`src/design/ttm_pkg.sv`:
```
// Shared definitions for the touch-to-mouse translator: event codes, the
// decoded operation carried from the front end to the back end, and helpers.
// No dependencies.
package ttm_pkg;

    localparam logic [2:0] CMD_MOUSE_DOWN  = 3'd0;
    localparam logic [2:0] CMD_MOUSE_UP    = 3'd1;
    localparam logic [2:0] CMD_MOUSE_MOVE  = 3'd2;
    localparam logic [2:0] CMD_WHEEL       = 3'd3;
    localparam logic [2:0] CMD_TOUCH_START = 3'd4;
    localparam logic [2:0] CMD_TOUCH_MOVE  = 3'd5;
    localparam logic [2:0] CMD_TOUCH_END   = 3'd6;
    localparam logic [2:0] CMD_POLL        = 3'd7;

    localparam logic [15:0] TAP_SLOP_RESET = 16'd25;

    localparam int QDEPTH = 2;
    localparam int QPTR_W = $clog2(QDEPTH);
    localparam int QCNT_W = $clog2(QDEPTH + 1);

    typedef struct packed {
        logic [2:0]         cmd;
        logic               skip;
        logic signed [15:0] pos_x;
        logic signed [15:0] pos_y;
        logic signed [15:0] delta_x;
        logic signed [15:0] delta_y;
        logic [7:0]         btn_mask;
        logic [9:0]         finger_id;
        logic signed [16:0] pos_sum;
    } t_ttm_op;

    function automatic logic signed [15:0] sat16(input logic signed [17:0] v);
        logic signed [15:0] res;
        if (v > 18'sd32767) begin
            res = 16'sh7fff;
        end else if (v < -18'sd32768) begin
            res = 16'sh8000;
        end else begin
            res = v[15:0];
        end
        return res;
    endfunction

endpackage

```
`src/design/ttm_front.sv`:
```
// Front end: takes event beats, picks the delta operand, builds the button
// mask and the touch coordinate sum, and marks unchanged touches as no-ops.
// Depends on ttm_pkg.
module ttm_front (
    input  logic                 i_in_valid,
    output logic                 o_in_ready,
    input  logic [2:0]           i_cmd,
    input  logic signed [15:0]   i_pos_x,
    input  logic signed [15:0]   i_pos_y,
    input  logic signed [15:0]   i_move_x,
    input  logic signed [15:0]   i_move_y,
    input  logic [2:0]           i_button,
    input  logic signed [15:0]   i_wheel_x,
    input  logic signed [15:0]   i_wheel_y,
    input  logic [9:0]           i_finger_id,
    input  logic                 i_finger_changed,
    output logic                 o_push,
    output ttm_pkg::t_ttm_op     o_op,
    input  logic                 i_q_full
);
    import ttm_pkg::*;

    logic is_touch;

    assign o_in_ready = !i_q_full;
    assign o_push     = i_in_valid && !i_q_full;
    assign is_touch   = (i_cmd == CMD_TOUCH_START) || (i_cmd == CMD_TOUCH_MOVE) ||
                        (i_cmd == CMD_TOUCH_END);

    always_comb begin
        o_op.cmd       = i_cmd;
        o_op.skip      = is_touch && !i_finger_changed;
        o_op.pos_x     = i_pos_x;
        o_op.pos_y     = i_pos_y;
        o_op.delta_x   = (i_cmd == CMD_WHEEL) ? i_wheel_x : i_move_x;
        o_op.delta_y   = (i_cmd == CMD_WHEEL) ? i_wheel_y : i_move_y;
        o_op.btn_mask  = 8'b1 << i_button;
        o_op.finger_id = i_finger_id;
        o_op.pos_sum   = {i_pos_x[15], i_pos_x} + {i_pos_y[15], i_pos_y};
    end

endmodule

```
`src/design/ttm_queue.sv`:
```
// Short queue between the front end and the back end.
// Depends on ttm_pkg.
module ttm_queue (
    input  logic             i_clk,
    input  logic             i_rst_n,
    input  logic             i_push,
    input  ttm_pkg::t_ttm_op i_op,
    output logic             o_full,
    input  logic             i_pop,
    output logic             o_valid,
    output ttm_pkg::t_ttm_op o_op
);
    import ttm_pkg::*;

    t_ttm_op             r_mem [QDEPTH];
    logic [QPTR_W-1:0]   r_wr_ptr;
    logic [QPTR_W-1:0]   r_rd_ptr;
    logic [QCNT_W-1:0]   r_count;

    assign o_full  = (r_count == QCNT_W'(QDEPTH));
    assign o_valid = (r_count != '0);
    assign o_op    = r_mem[r_rd_ptr];

    always_ff @(posedge i_clk) begin
        if (i_push) begin
            r_mem[r_wr_ptr] <= i_op;
        end
    end

    always_ff @(posedge i_clk) begin
        if (!i_rst_n) begin
            r_wr_ptr <= '0;
            r_rd_ptr <= '0;
            r_count  <= '0;
        end else begin
            if (i_push) begin
                r_wr_ptr <= (r_wr_ptr == QPTR_W'(QDEPTH - 1)) ? '0 : r_wr_ptr + 1'b1;
            end
            if (i_pop) begin
                r_rd_ptr <= (r_rd_ptr == QPTR_W'(QDEPTH - 1)) ? '0 : r_rd_ptr + 1'b1;
            end
            unique case ({i_push, i_pop})
                2'b10:   r_count <= r_count + 1'b1;
                2'b01:   r_count <= r_count - 1'b1;
                default: r_count <= r_count;
            endcase
        end
    end

endmodule

```
`src/design/ttm_back.sv`:
```
// Back end: executes one queued operation per beat against the pointer,
// button, motion, scroll and tap-tracking state, and presents the snapshot.
// Depends on ttm_pkg.
module ttm_back (
    input  logic               i_clk,
    input  logic               i_rst_n,
    input  logic               i_cfg_valid,
    input  logic [15:0]        i_cfg_data,
    input  logic               i_q_valid,
    input  ttm_pkg::t_ttm_op   i_op,
    output logic               o_pop,
    output logic               o_out_valid,
    input  logic               i_out_ready,
    output logic signed [15:0] o_cursor_x,
    output logic signed [15:0] o_cursor_y,
    output logic [7:0]         o_button_mask,
    output logic signed [15:0] o_frame_dx,
    output logic signed [15:0] o_frame_dy,
    output logic signed [15:0] o_frame_scroll_x,
    output logic signed [15:0] o_frame_scroll_y
);
    import ttm_pkg::*;

    logic [15:0]        r_tap_slop;
    logic               r_out_valid;
    logic signed [15:0] r_pos_x, r_pos_y, n_pos_x, n_pos_y;
    logic [7:0]         r_buttons, n_buttons;
    logic signed [15:0] r_pend_dx, r_pend_dy, n_pend_dx, n_pend_dy;
    logic signed [15:0] r_lat_dx, r_lat_dy, n_lat_dx, n_lat_dy;
    logic signed [15:0] r_pend_sx, r_pend_sy, n_pend_sx, n_pend_sy;
    logic signed [15:0] r_lat_sx, r_lat_sy, n_lat_sx, n_lat_sy;
    logic               r_finger_down, n_finger_down;
    logic [9:0]         r_tracked, n_tracked;
    logic signed [15:0] r_prev_x, r_prev_y, n_prev_x, n_prev_y;
    logic               r_tap_none, n_tap_none;
    logic [9:0]         r_tap_id, n_tap_id;
    logic signed [16:0] r_tap_origin, n_tap_origin;
    logic               r_tap_armed, n_tap_armed;

    logic               tap_hit;
    logic               blocked;
    logic signed [17:0] drift;
    logic [17:0]        drift_abs;
    logic signed [16:0] touch_dx, touch_dy;

    assign o_pop       = i_q_valid && (!r_out_valid || i_out_ready);
    assign o_out_valid = r_out_valid;
    assign o_cursor_x       = r_pos_x;
    assign o_cursor_y       = r_pos_y;
    assign o_button_mask    = r_buttons;
    assign o_frame_dx       = r_lat_dx;
    assign o_frame_dy       = r_lat_dy;
    assign o_frame_scroll_x = r_lat_sx;
    assign o_frame_scroll_y = r_lat_sy;

    assign tap_hit   = !r_tap_none && (r_tap_id == i_op.finger_id);
    assign blocked   = r_finger_down && (i_op.finger_id != r_tracked);
    assign drift     = {r_tap_origin[16], r_tap_origin} - {i_op.pos_sum[16], i_op.pos_sum};
    assign drift_abs = drift[17] ? 18'(-drift) : 18'(drift);
    assign touch_dx  = {i_op.pos_x[15], i_op.pos_x} - {r_prev_x[15], r_prev_x};
    assign touch_dy  = {i_op.pos_y[15], i_op.pos_y} - {r_prev_y[15], r_prev_y};

    always_comb begin
        n_pos_x = r_pos_x;       n_pos_y = r_pos_y;
        n_buttons = r_buttons;
        n_pend_dx = r_pend_dx;   n_pend_dy = r_pend_dy;
        n_lat_dx = r_lat_dx;     n_lat_dy = r_lat_dy;
        n_pend_sx = r_pend_sx;   n_pend_sy = r_pend_sy;
        n_lat_sx = r_lat_sx;     n_lat_sy = r_lat_sy;
        n_finger_down = r_finger_down;
        n_tracked = r_tracked;
        n_prev_x = r_prev_x;     n_prev_y = r_prev_y;
        n_tap_none = r_tap_none;
        n_tap_id = r_tap_id;
        n_tap_origin = r_tap_origin;
        n_tap_armed = r_tap_armed;
        if (!i_op.skip) begin
            unique case (i_op.cmd)
                CMD_MOUSE_DOWN, CMD_MOUSE_UP, CMD_MOUSE_MOVE: begin
                    n_pos_x   = i_op.pos_x;
                    n_pos_y   = i_op.pos_y;
                    n_pend_dx = sat16(18'(r_pend_dx) + 18'(i_op.delta_x));
                    n_pend_dy = sat16(18'(r_pend_dy) + 18'(i_op.delta_y));
                    if (i_op.cmd == CMD_MOUSE_DOWN) begin
                        n_buttons = r_buttons | i_op.btn_mask;
                    end else if (i_op.cmd == CMD_MOUSE_UP) begin
                        n_buttons = r_buttons & ~i_op.btn_mask;
                    end
                end
                CMD_WHEEL: begin
                    n_pend_sx = sat16(18'(r_pend_sx) + 18'(i_op.delta_x));
                    n_pend_sy = sat16(18'(r_pend_sy) + 18'(i_op.delta_y));
                end
                CMD_TOUCH_START: begin
                    if (!tap_hit) begin
                        n_tap_armed  = 1'b0;
                        n_tap_none   = 1'b0;
                        n_tap_id     = i_op.finger_id;
                        n_tap_origin = i_op.pos_sum;
                    end
                    if (n_tap_armed) begin
                        n_buttons[0] = 1'b1;
                    end
                    if (!blocked) begin
                        n_finger_down = 1'b1;
                        n_tracked     = i_op.finger_id;
                        n_prev_x      = i_op.pos_x;
                        n_prev_y      = i_op.pos_y;
                    end
                end
                CMD_TOUCH_MOVE: begin
                    if (tap_hit && (drift_abs > {2'b00, r_tap_slop})) begin
                        n_tap_none = 1'b1;
                    end
                    if (!blocked) begin
                        n_prev_x  = i_op.pos_x;
                        n_prev_y  = i_op.pos_y;
                        n_pos_x   = i_op.pos_x;
                        n_pos_y   = i_op.pos_y;
                        n_pend_dx = sat16(18'(r_pend_dx) + 18'(touch_dx));
                        n_pend_dy = sat16(18'(r_pend_dy) + 18'(touch_dy));
                    end
                end
                CMD_TOUCH_END: begin
                    if (i_op.finger_id == r_tracked) begin
                        n_finger_down = 1'b0;
                    end
                    if (tap_hit && !r_tap_armed) begin
                        n_tap_armed = 1'b1;
                    end else if (r_tap_armed) begin
                        n_buttons[0] = 1'b0;
                        n_tap_armed  = 1'b0;
                        n_tap_none   = 1'b1;
                    end
                end
                CMD_POLL: begin
                    n_lat_dx  = r_pend_dx;
                    n_lat_dy  = r_pend_dy;
                    n_lat_sx  = r_pend_sx;
                    n_lat_sy  = r_pend_sy;
                    n_pend_dx = '0;
                    n_pend_dy = '0;
                    n_pend_sx = '0;
                    n_pend_sy = '0;
                end
            endcase
        end
    end

    always_ff @(posedge i_clk) begin
        if (!i_rst_n) begin
            r_tap_slop    <= TAP_SLOP_RESET;
            r_out_valid   <= 1'b0;
            r_pos_x       <= '0;
            r_pos_y       <= '0;
            r_buttons     <= '0;
            r_pend_dx     <= '0;
            r_pend_dy     <= '0;
            r_lat_dx      <= '0;
            r_lat_dy      <= '0;
            r_pend_sx     <= '0;
            r_pend_sy     <= '0;
            r_lat_sx      <= '0;
            r_lat_sy      <= '0;
            r_finger_down <= 1'b0;
            r_tracked     <= '0;
            r_prev_x      <= '0;
            r_prev_y      <= '0;
            r_tap_none    <= 1'b0;
            r_tap_id      <= '0;
            r_tap_origin  <= '0;
            r_tap_armed   <= 1'b0;
        end else begin
            if (i_cfg_valid) begin
                r_tap_slop <= i_cfg_data;
            end
            if (o_pop) begin
                r_out_valid <= 1'b1;
            end else if (i_out_ready) begin
                r_out_valid <= 1'b0;
            end
            if (o_pop) begin
                r_pos_x       <= n_pos_x;
                r_pos_y       <= n_pos_y;
                r_buttons     <= n_buttons;
                r_pend_dx     <= n_pend_dx;
                r_pend_dy     <= n_pend_dy;
                r_lat_dx      <= n_lat_dx;
                r_lat_dy      <= n_lat_dy;
                r_pend_sx     <= n_pend_sx;
                r_pend_sy     <= n_pend_sy;
                r_lat_sx      <= n_lat_sx;
                r_lat_sy      <= n_lat_sy;
                r_finger_down <= n_finger_down;
                r_tracked     <= n_tracked;
                r_prev_x      <= n_prev_x;
                r_prev_y      <= n_prev_y;
                r_tap_none    <= n_tap_none;
                r_tap_id      <= n_tap_id;
                r_tap_origin  <= n_tap_origin;
                r_tap_armed   <= n_tap_armed;
            end
        end
    end

endmodule

```
`src/design/touch_to_mouse_translator.sv`:
```
// Touch-to-mouse translator: one event beat in and one snapshot beat out per
// event, one beat per cycle sustained while the output is not stalled; an event
// lands in the two-entry queue when it is taken, and the state/result register
// of the back end then loads from the queue head once the output can accept it.
// The input stalls only when the queue is full behind a stalled output. The tap
// slop register is always ready.
module touch_to_mouse_translator (
    input  logic               i_clk,
    input  logic               i_rst_n,
    input  logic               i_in_valid,
    output logic               o_in_ready,
    input  logic [2:0]         i_cmd,
    input  logic signed [15:0] i_pos_x,
    input  logic signed [15:0] i_pos_y,
    input  logic signed [15:0] i_move_x,
    input  logic signed [15:0] i_move_y,
    input  logic [2:0]         i_button,
    input  logic signed [15:0] i_wheel_x,
    input  logic signed [15:0] i_wheel_y,
    input  logic [9:0]         i_finger_id,
    input  logic               i_finger_changed,
    input  logic               i_cfg_valid,
    output logic               o_cfg_ready,
    input  logic [15:0]        i_cfg_data,
    output logic               o_out_valid,
    input  logic               i_out_ready,
    output logic signed [15:0] o_cursor_x,
    output logic signed [15:0] o_cursor_y,
    output logic [7:0]         o_button_mask,
    output logic signed [15:0] o_frame_dx,
    output logic signed [15:0] o_frame_dy,
    output logic signed [15:0] o_frame_scroll_x,
    output logic signed [15:0] o_frame_scroll_y
);
    import ttm_pkg::*;

    logic    push, pop, q_full, q_valid;
    t_ttm_op push_op, head_op;

    assign o_cfg_ready = 1'b1;

    ttm_front u_front (
        .i_in_valid       (i_in_valid),
        .o_in_ready       (o_in_ready),
        .i_cmd            (i_cmd),
        .i_pos_x          (i_pos_x),
        .i_pos_y          (i_pos_y),
        .i_move_x         (i_move_x),
        .i_move_y         (i_move_y),
        .i_button         (i_button),
        .i_wheel_x        (i_wheel_x),
        .i_wheel_y        (i_wheel_y),
        .i_finger_id      (i_finger_id),
        .i_finger_changed (i_finger_changed),
        .o_push           (push),
        .o_op             (push_op),
        .i_q_full         (q_full)
    );

    ttm_queue u_queue (
        .i_clk   (i_clk),
        .i_rst_n (i_rst_n),
        .i_push  (push),
        .i_op    (push_op),
        .o_full  (q_full),
        .i_pop   (pop),
        .o_valid (q_valid),
        .o_op    (head_op)
    );

    ttm_back u_back (
        .i_clk            (i_clk),
        .i_rst_n          (i_rst_n),
        .i_cfg_valid      (i_cfg_valid),
        .i_cfg_data       (i_cfg_data),
        .i_q_valid        (q_valid),
        .i_op             (head_op),
        .o_pop            (pop),
        .o_out_valid      (o_out_valid),
        .i_out_ready      (i_out_ready),
        .o_cursor_x       (o_cursor_x),
        .o_cursor_y       (o_cursor_y),
        .o_button_mask    (o_button_mask),
        .o_frame_dx       (o_frame_dx),
        .o_frame_dy       (o_frame_dy),
        .o_frame_scroll_x (o_frame_scroll_x),
        .o_frame_scroll_y (o_frame_scroll_y)
    );

endmodule

```
`config.mk`:
```
export PLATFORM = sky130hd
export DESIGN_NAME = touch_to_mouse_translator
export DESIGN_NICKNAME = d
export VERILOG_FILES = /design/src/design/ttm_pkg.sv /design/src/design/ttm_front.sv /design/src/design/ttm_queue.sv /design/src/design/ttm_back.sv /design/src/design/touch_to_mouse_translator.sv
export SDC_FILE = /design/constraint.sdc
export NUM_CORES = 1
export LEC_CHECK = 0
export BUFFER_PORTS_ARGS = -buffer_cell sky130_fd_sc_hd__buf_2
export CELL_PAD_IN_SITES_DETAIL_PLACEMENT = 2
export CELL_PAD_IN_SITES_GLOBAL_PLACEMENT = 2
export CORE_MARGIN = 2
export CORE_UTILIZATION = 35
export CTS_CLUSTER_DIAMETER = 60
export DETAILED_ROUTE_END_ITERATION = 8
export HOLD_SLACK_MARGIN = 0.08
export PLACE_DENSITY = 0.8
export SLEW_MARGIN = 20
export SYNTH_ARGS = -nofsm -noshare
export SYNTH_HDL_FRONTEND = slang
export SYNTH_SLANG_ARGS = --single-unit
```
`constraint.sdc`:
```
create_clock -name i_clk -period 6.3 [get_ports i_clk]
set_input_delay 1.26 -clock i_clk [delete_from_list [all_inputs] [get_ports i_clk]]
set_output_delay 1.26 -clock i_clk [all_outputs]
set_load 0.01 [all_outputs]
```
==> results_dict.tcl <==
set metrics [dict create \
    crit_slowest_cell "nor2_1" \
    tritoncts_clock_tree "built" \
    worstSetupStartpointType "register" \
    io_buffers 239 \
    grt_max_degree 131 \
    max_ffs_per_register 206 \
    synth_compound_area_frac 0.1849 \
    layout_top_registers "u_queue.r_mem (206), u_back.r_tap_origin (17)" \
    largest-register "u_queue.r_mem" \
    gp_congestion 0.8451 \
    clk-insertion-delay-late_ns 0.62 \
    synth_area_per_cell_um2 10.14 \
    most-common-layout-cells "351 x nand2_1, 261 x dfxtp_1, 238 x buf_2" \
    worst_slew_pin_slew_ns 1.054 \
    design_power_total_mw 14.24 \
    grt_first_pass_wirelength_um 129600 \
    detail_route.wirelength_um 83840 \
    fin_setup_tns_ns 0 \
    cellLeakagePower_nw 12.87 \
    ys_ff_latch 468 \
    max_capacitance_violation_count 0 \
    crit_chain "buf_4, mux2i_1, fa_1, inv_1, ha_1, a2111oi_0, o21ai_0, a41oi_1, a21oi_1, mux2_2, o21ba_2, nor2_1, o21ai_0, a31oi_1" \
    finalCritPeriodShare 0.8575 \
    upper_clock_frequency_limit_mhz 185.1 \
    layout-area-overhead-vs-synth_pct 15.67 \
    outcome "finished clean" \
    grt_remaining_overflow 0 \
    vias 20190 \
    chipHeight_um 274.6 \
    unrepaired_setup_endpoints_after_global_routing "no" \
    power_density_nw_per_um2 480.4 \
    worst-setup-path-type "register to register" \
    hold_path.startpoint "u_back.o_frame_scroll_x[11]" \
    yosysUniqueCellTypes 86 \
    finalHoldViolations 0 \
    cts_root_buf "clkbuf_16" \
    post_cts_resize_count 0 \
    yosysSeqAreaShare 0.4460 \
    synth_fp_nets 2851 \
    critical_path_endpoint_category "register" \
    path_max_fanout 19 \
    dieArea_um2 75410 \
    postSynth.topFlopCell "dfxtp_1" \
    cts.sink_count 468 \
    synth_top_area_share 0.2413 \
    synth_enable_flop_cells 206 \
    drive_above_1_share 0.1635 \
    period_needed_ns 5.402 \
    cts-buffers-inserted 55 \
    track_usage 0.2204 \
    ir_drop_v 0.0001903 \
    synth_cells 2528 \
    report.final.slew_viol_count 0 \
    detail_route.iter0.violations 840 \
    crit_path_max_incr_delay_ns 0.79 \
    crit_path_frequent_cell "o21ai_0" \
    ant_nets 0 \
    die_width_um 274.6 \
    synth-xor-area-share 0.04647 \
    clk_transition_reported_paths_ns 0.06 \
    drt_drc_violations_left 0 \
    floorplan.core_area_um2 72710 \
    detailedRoute.firstPassIterationCount 4 \
    initial_core_utilization 0.3525 \
    critical_path_required_ns 6.84 \
    max-slew-margin-rel 0.2946 \
    min_path_type "register to register" \
    ioPinCount 241 \
    ys.warnings.count 0 \
    synth_largest_area_cell "edfxtp_1" \
    routed_wire_length_per_instance_um 22.28 \
    clock_skew_ns 0.02185 \
    cts.repair_timing.setup_buffer_count 0 \
    finish.net_count 3079 \
    cts_max_level 2 \
    synth_area_leaders "edfxtp_1 24%, dfxtp_1 20%, ha_1 7.4%, nand2_1 5.1%, o211a_1 3.7%" \
    dpl.hpwl_um 62870 \
    drt-vias-per-instance 5.365 \
    final_cell_area_um2 29650 \
    multiplexer_fraction_of_the_synthesized_cell_area 0.06444 \
    layout_commonest_cell "nand2_1" \
    setup_viol_count_final 0 \
    num_rows 99 \
    antenna_found_initial 1 \
    yosys.area_share.simple 0.1134 \
    synthesis.area_um2 25630 \
    clock_path_buffers 3 \
    place_area_um2 27890 \
    synthArstFlopShare 0 \
    cp_data_arrival_time_ns 5.94 \
    synth_fa_ha_area_frac 0.1034 \
    ctsHoldBuffers 0 \
    grt_pass1_vias 22416 \
    main_combinational_cell_family_by_area_after_synthesis "compound AO/OA/AOI/OAI gates" \
]
cell type report:
class                   instances  area [µm²]
repair buffers                273        1458
fillers                      7709       43060
clock inverters                19       147.6
well taps                     959        1200
diodes                          2       5.005
clock buffers                  84        1605
multi-input cells            1797       13190
flip-flops and latches        468       11430
inverters                     161       604.3
critical path: cells and delay by family, from the launching register on:
kind	cells	cell delay (ns)
multiplexers	2	0.77
AO/OA/AOI/OAI	7	1.99
flip-flops	1	0.52
AND/OR/NAND/NOR	1	0.79
buffers and inverters	2	0.49
adder cells (fa/ha/maj)	2	0.74
routing by layer:
metal | up-vias | GRT usage | routed length (µm)
met4 | 0 | 0.08009 | 2962
met3 | 154 | 0.03003 | 2559
met5 | - | 0 | 0
met2 | 324 | 0.4020 | 43320
li1 | 9494 | - | -
met1 | 10218 | 0.2629 | 35000
Yosys cell counts (5+ instances only):
| library cell | number |
|---|---|
| o21ai_1 | 13 |
| or2_2 | 7 |
| nor3_1 | 27 |
| fa_1 | 38 |
| buf_4 | 6 |
| nor3b_1 | 7 |
| and3_1 | 11 |
| dfxtp_1 | 262 |
| mux2i_1 | 86 |
| nand2b_1 | 15 |
| a31oi_1 | 23 |
| ha_1 | 151 |
| buf_1 | 6 |
| a22oi_1 | 26 |
| clkbuf_1 | 82 |
| o21bai_1 | 16 |
| o21a_1 | 29 |
| mux2_2 | 69 |
| a21oi_1 | 107 |
| xor2_1 | 36 |
| o211a_1 | 96 |
| or3_1 | 7 |
| a21boi_0 | 85 |
| nand3_1 | 25 |
| o31ai_1 | 15 |
| edfxtp_1 | 206 |
| and2_1 | 25 |
| a211oi_1 | 18 |
| o21ai_0 | 130 |
| a211o_1 | 5 |
| nand2_1 | 351 |
| nor2_1 | 115 |
| inv_1 | 160 |
| xnor2_1 | 100 |
| nor2b_1 | 30 |
| o211ai_1 | 10 |
| nor4_1 | 7 |
| nand4_1 | 8 |
| a21o_1 | 33 |
metrics by stage:
step | std cells | utilization | hold WS, ns | setup WS (ns)
finish | 3763 | 0.4078 | 0.4665 | 0.8976
global route | 3763 | 0.4078 | 0.4964 | 0.4499
CTS | 3761 | 0.4076 | 0.4667 | 0.9116
detailed placement | 3658 | 0.3835 | 0.4585 | 1.030
global placement | 3658 | 0.3834 | 0.4566 | 1.115
floorplan | 2528 | - | 0.4443 | 0.08165
logic make-up (layout without fill, tap and decap cells):
family	Yosys count	count (layout)
adder cells (fa/ha/maj)	189	189
AO/OA/AOI/OAI	662	662
XOR/XNOR	136	136
AND/OR/NAND/NOR	653	653
flip-flops	468	468
other	1	3
buffers and inverters	263	537
multiplexers	156	156
path summary, 6_finish.rpt:
check                                                   end  slack (ns)  cells after the start
worst max register to register          u_back.r_pend_dx[1]        0.90                     14
worst max-delay path                    u_back.r_pend_dx[1]        0.90                     14
worst min register to register  u_back.o_frame_scroll_x[11]        0.47                      2
worst min-delay path            u_back.o_frame_scroll_x[11]        0.47                      2
report_power, final:
group	internal (mW)	switching, mW	total [mW]
clock network	1.80	1.33	3.13
logic	2.82	4.33	7.15
registers	3.63	0.336	3.97
total	8.25	5.99	14.2
Power figures use the tool's default switching activity.
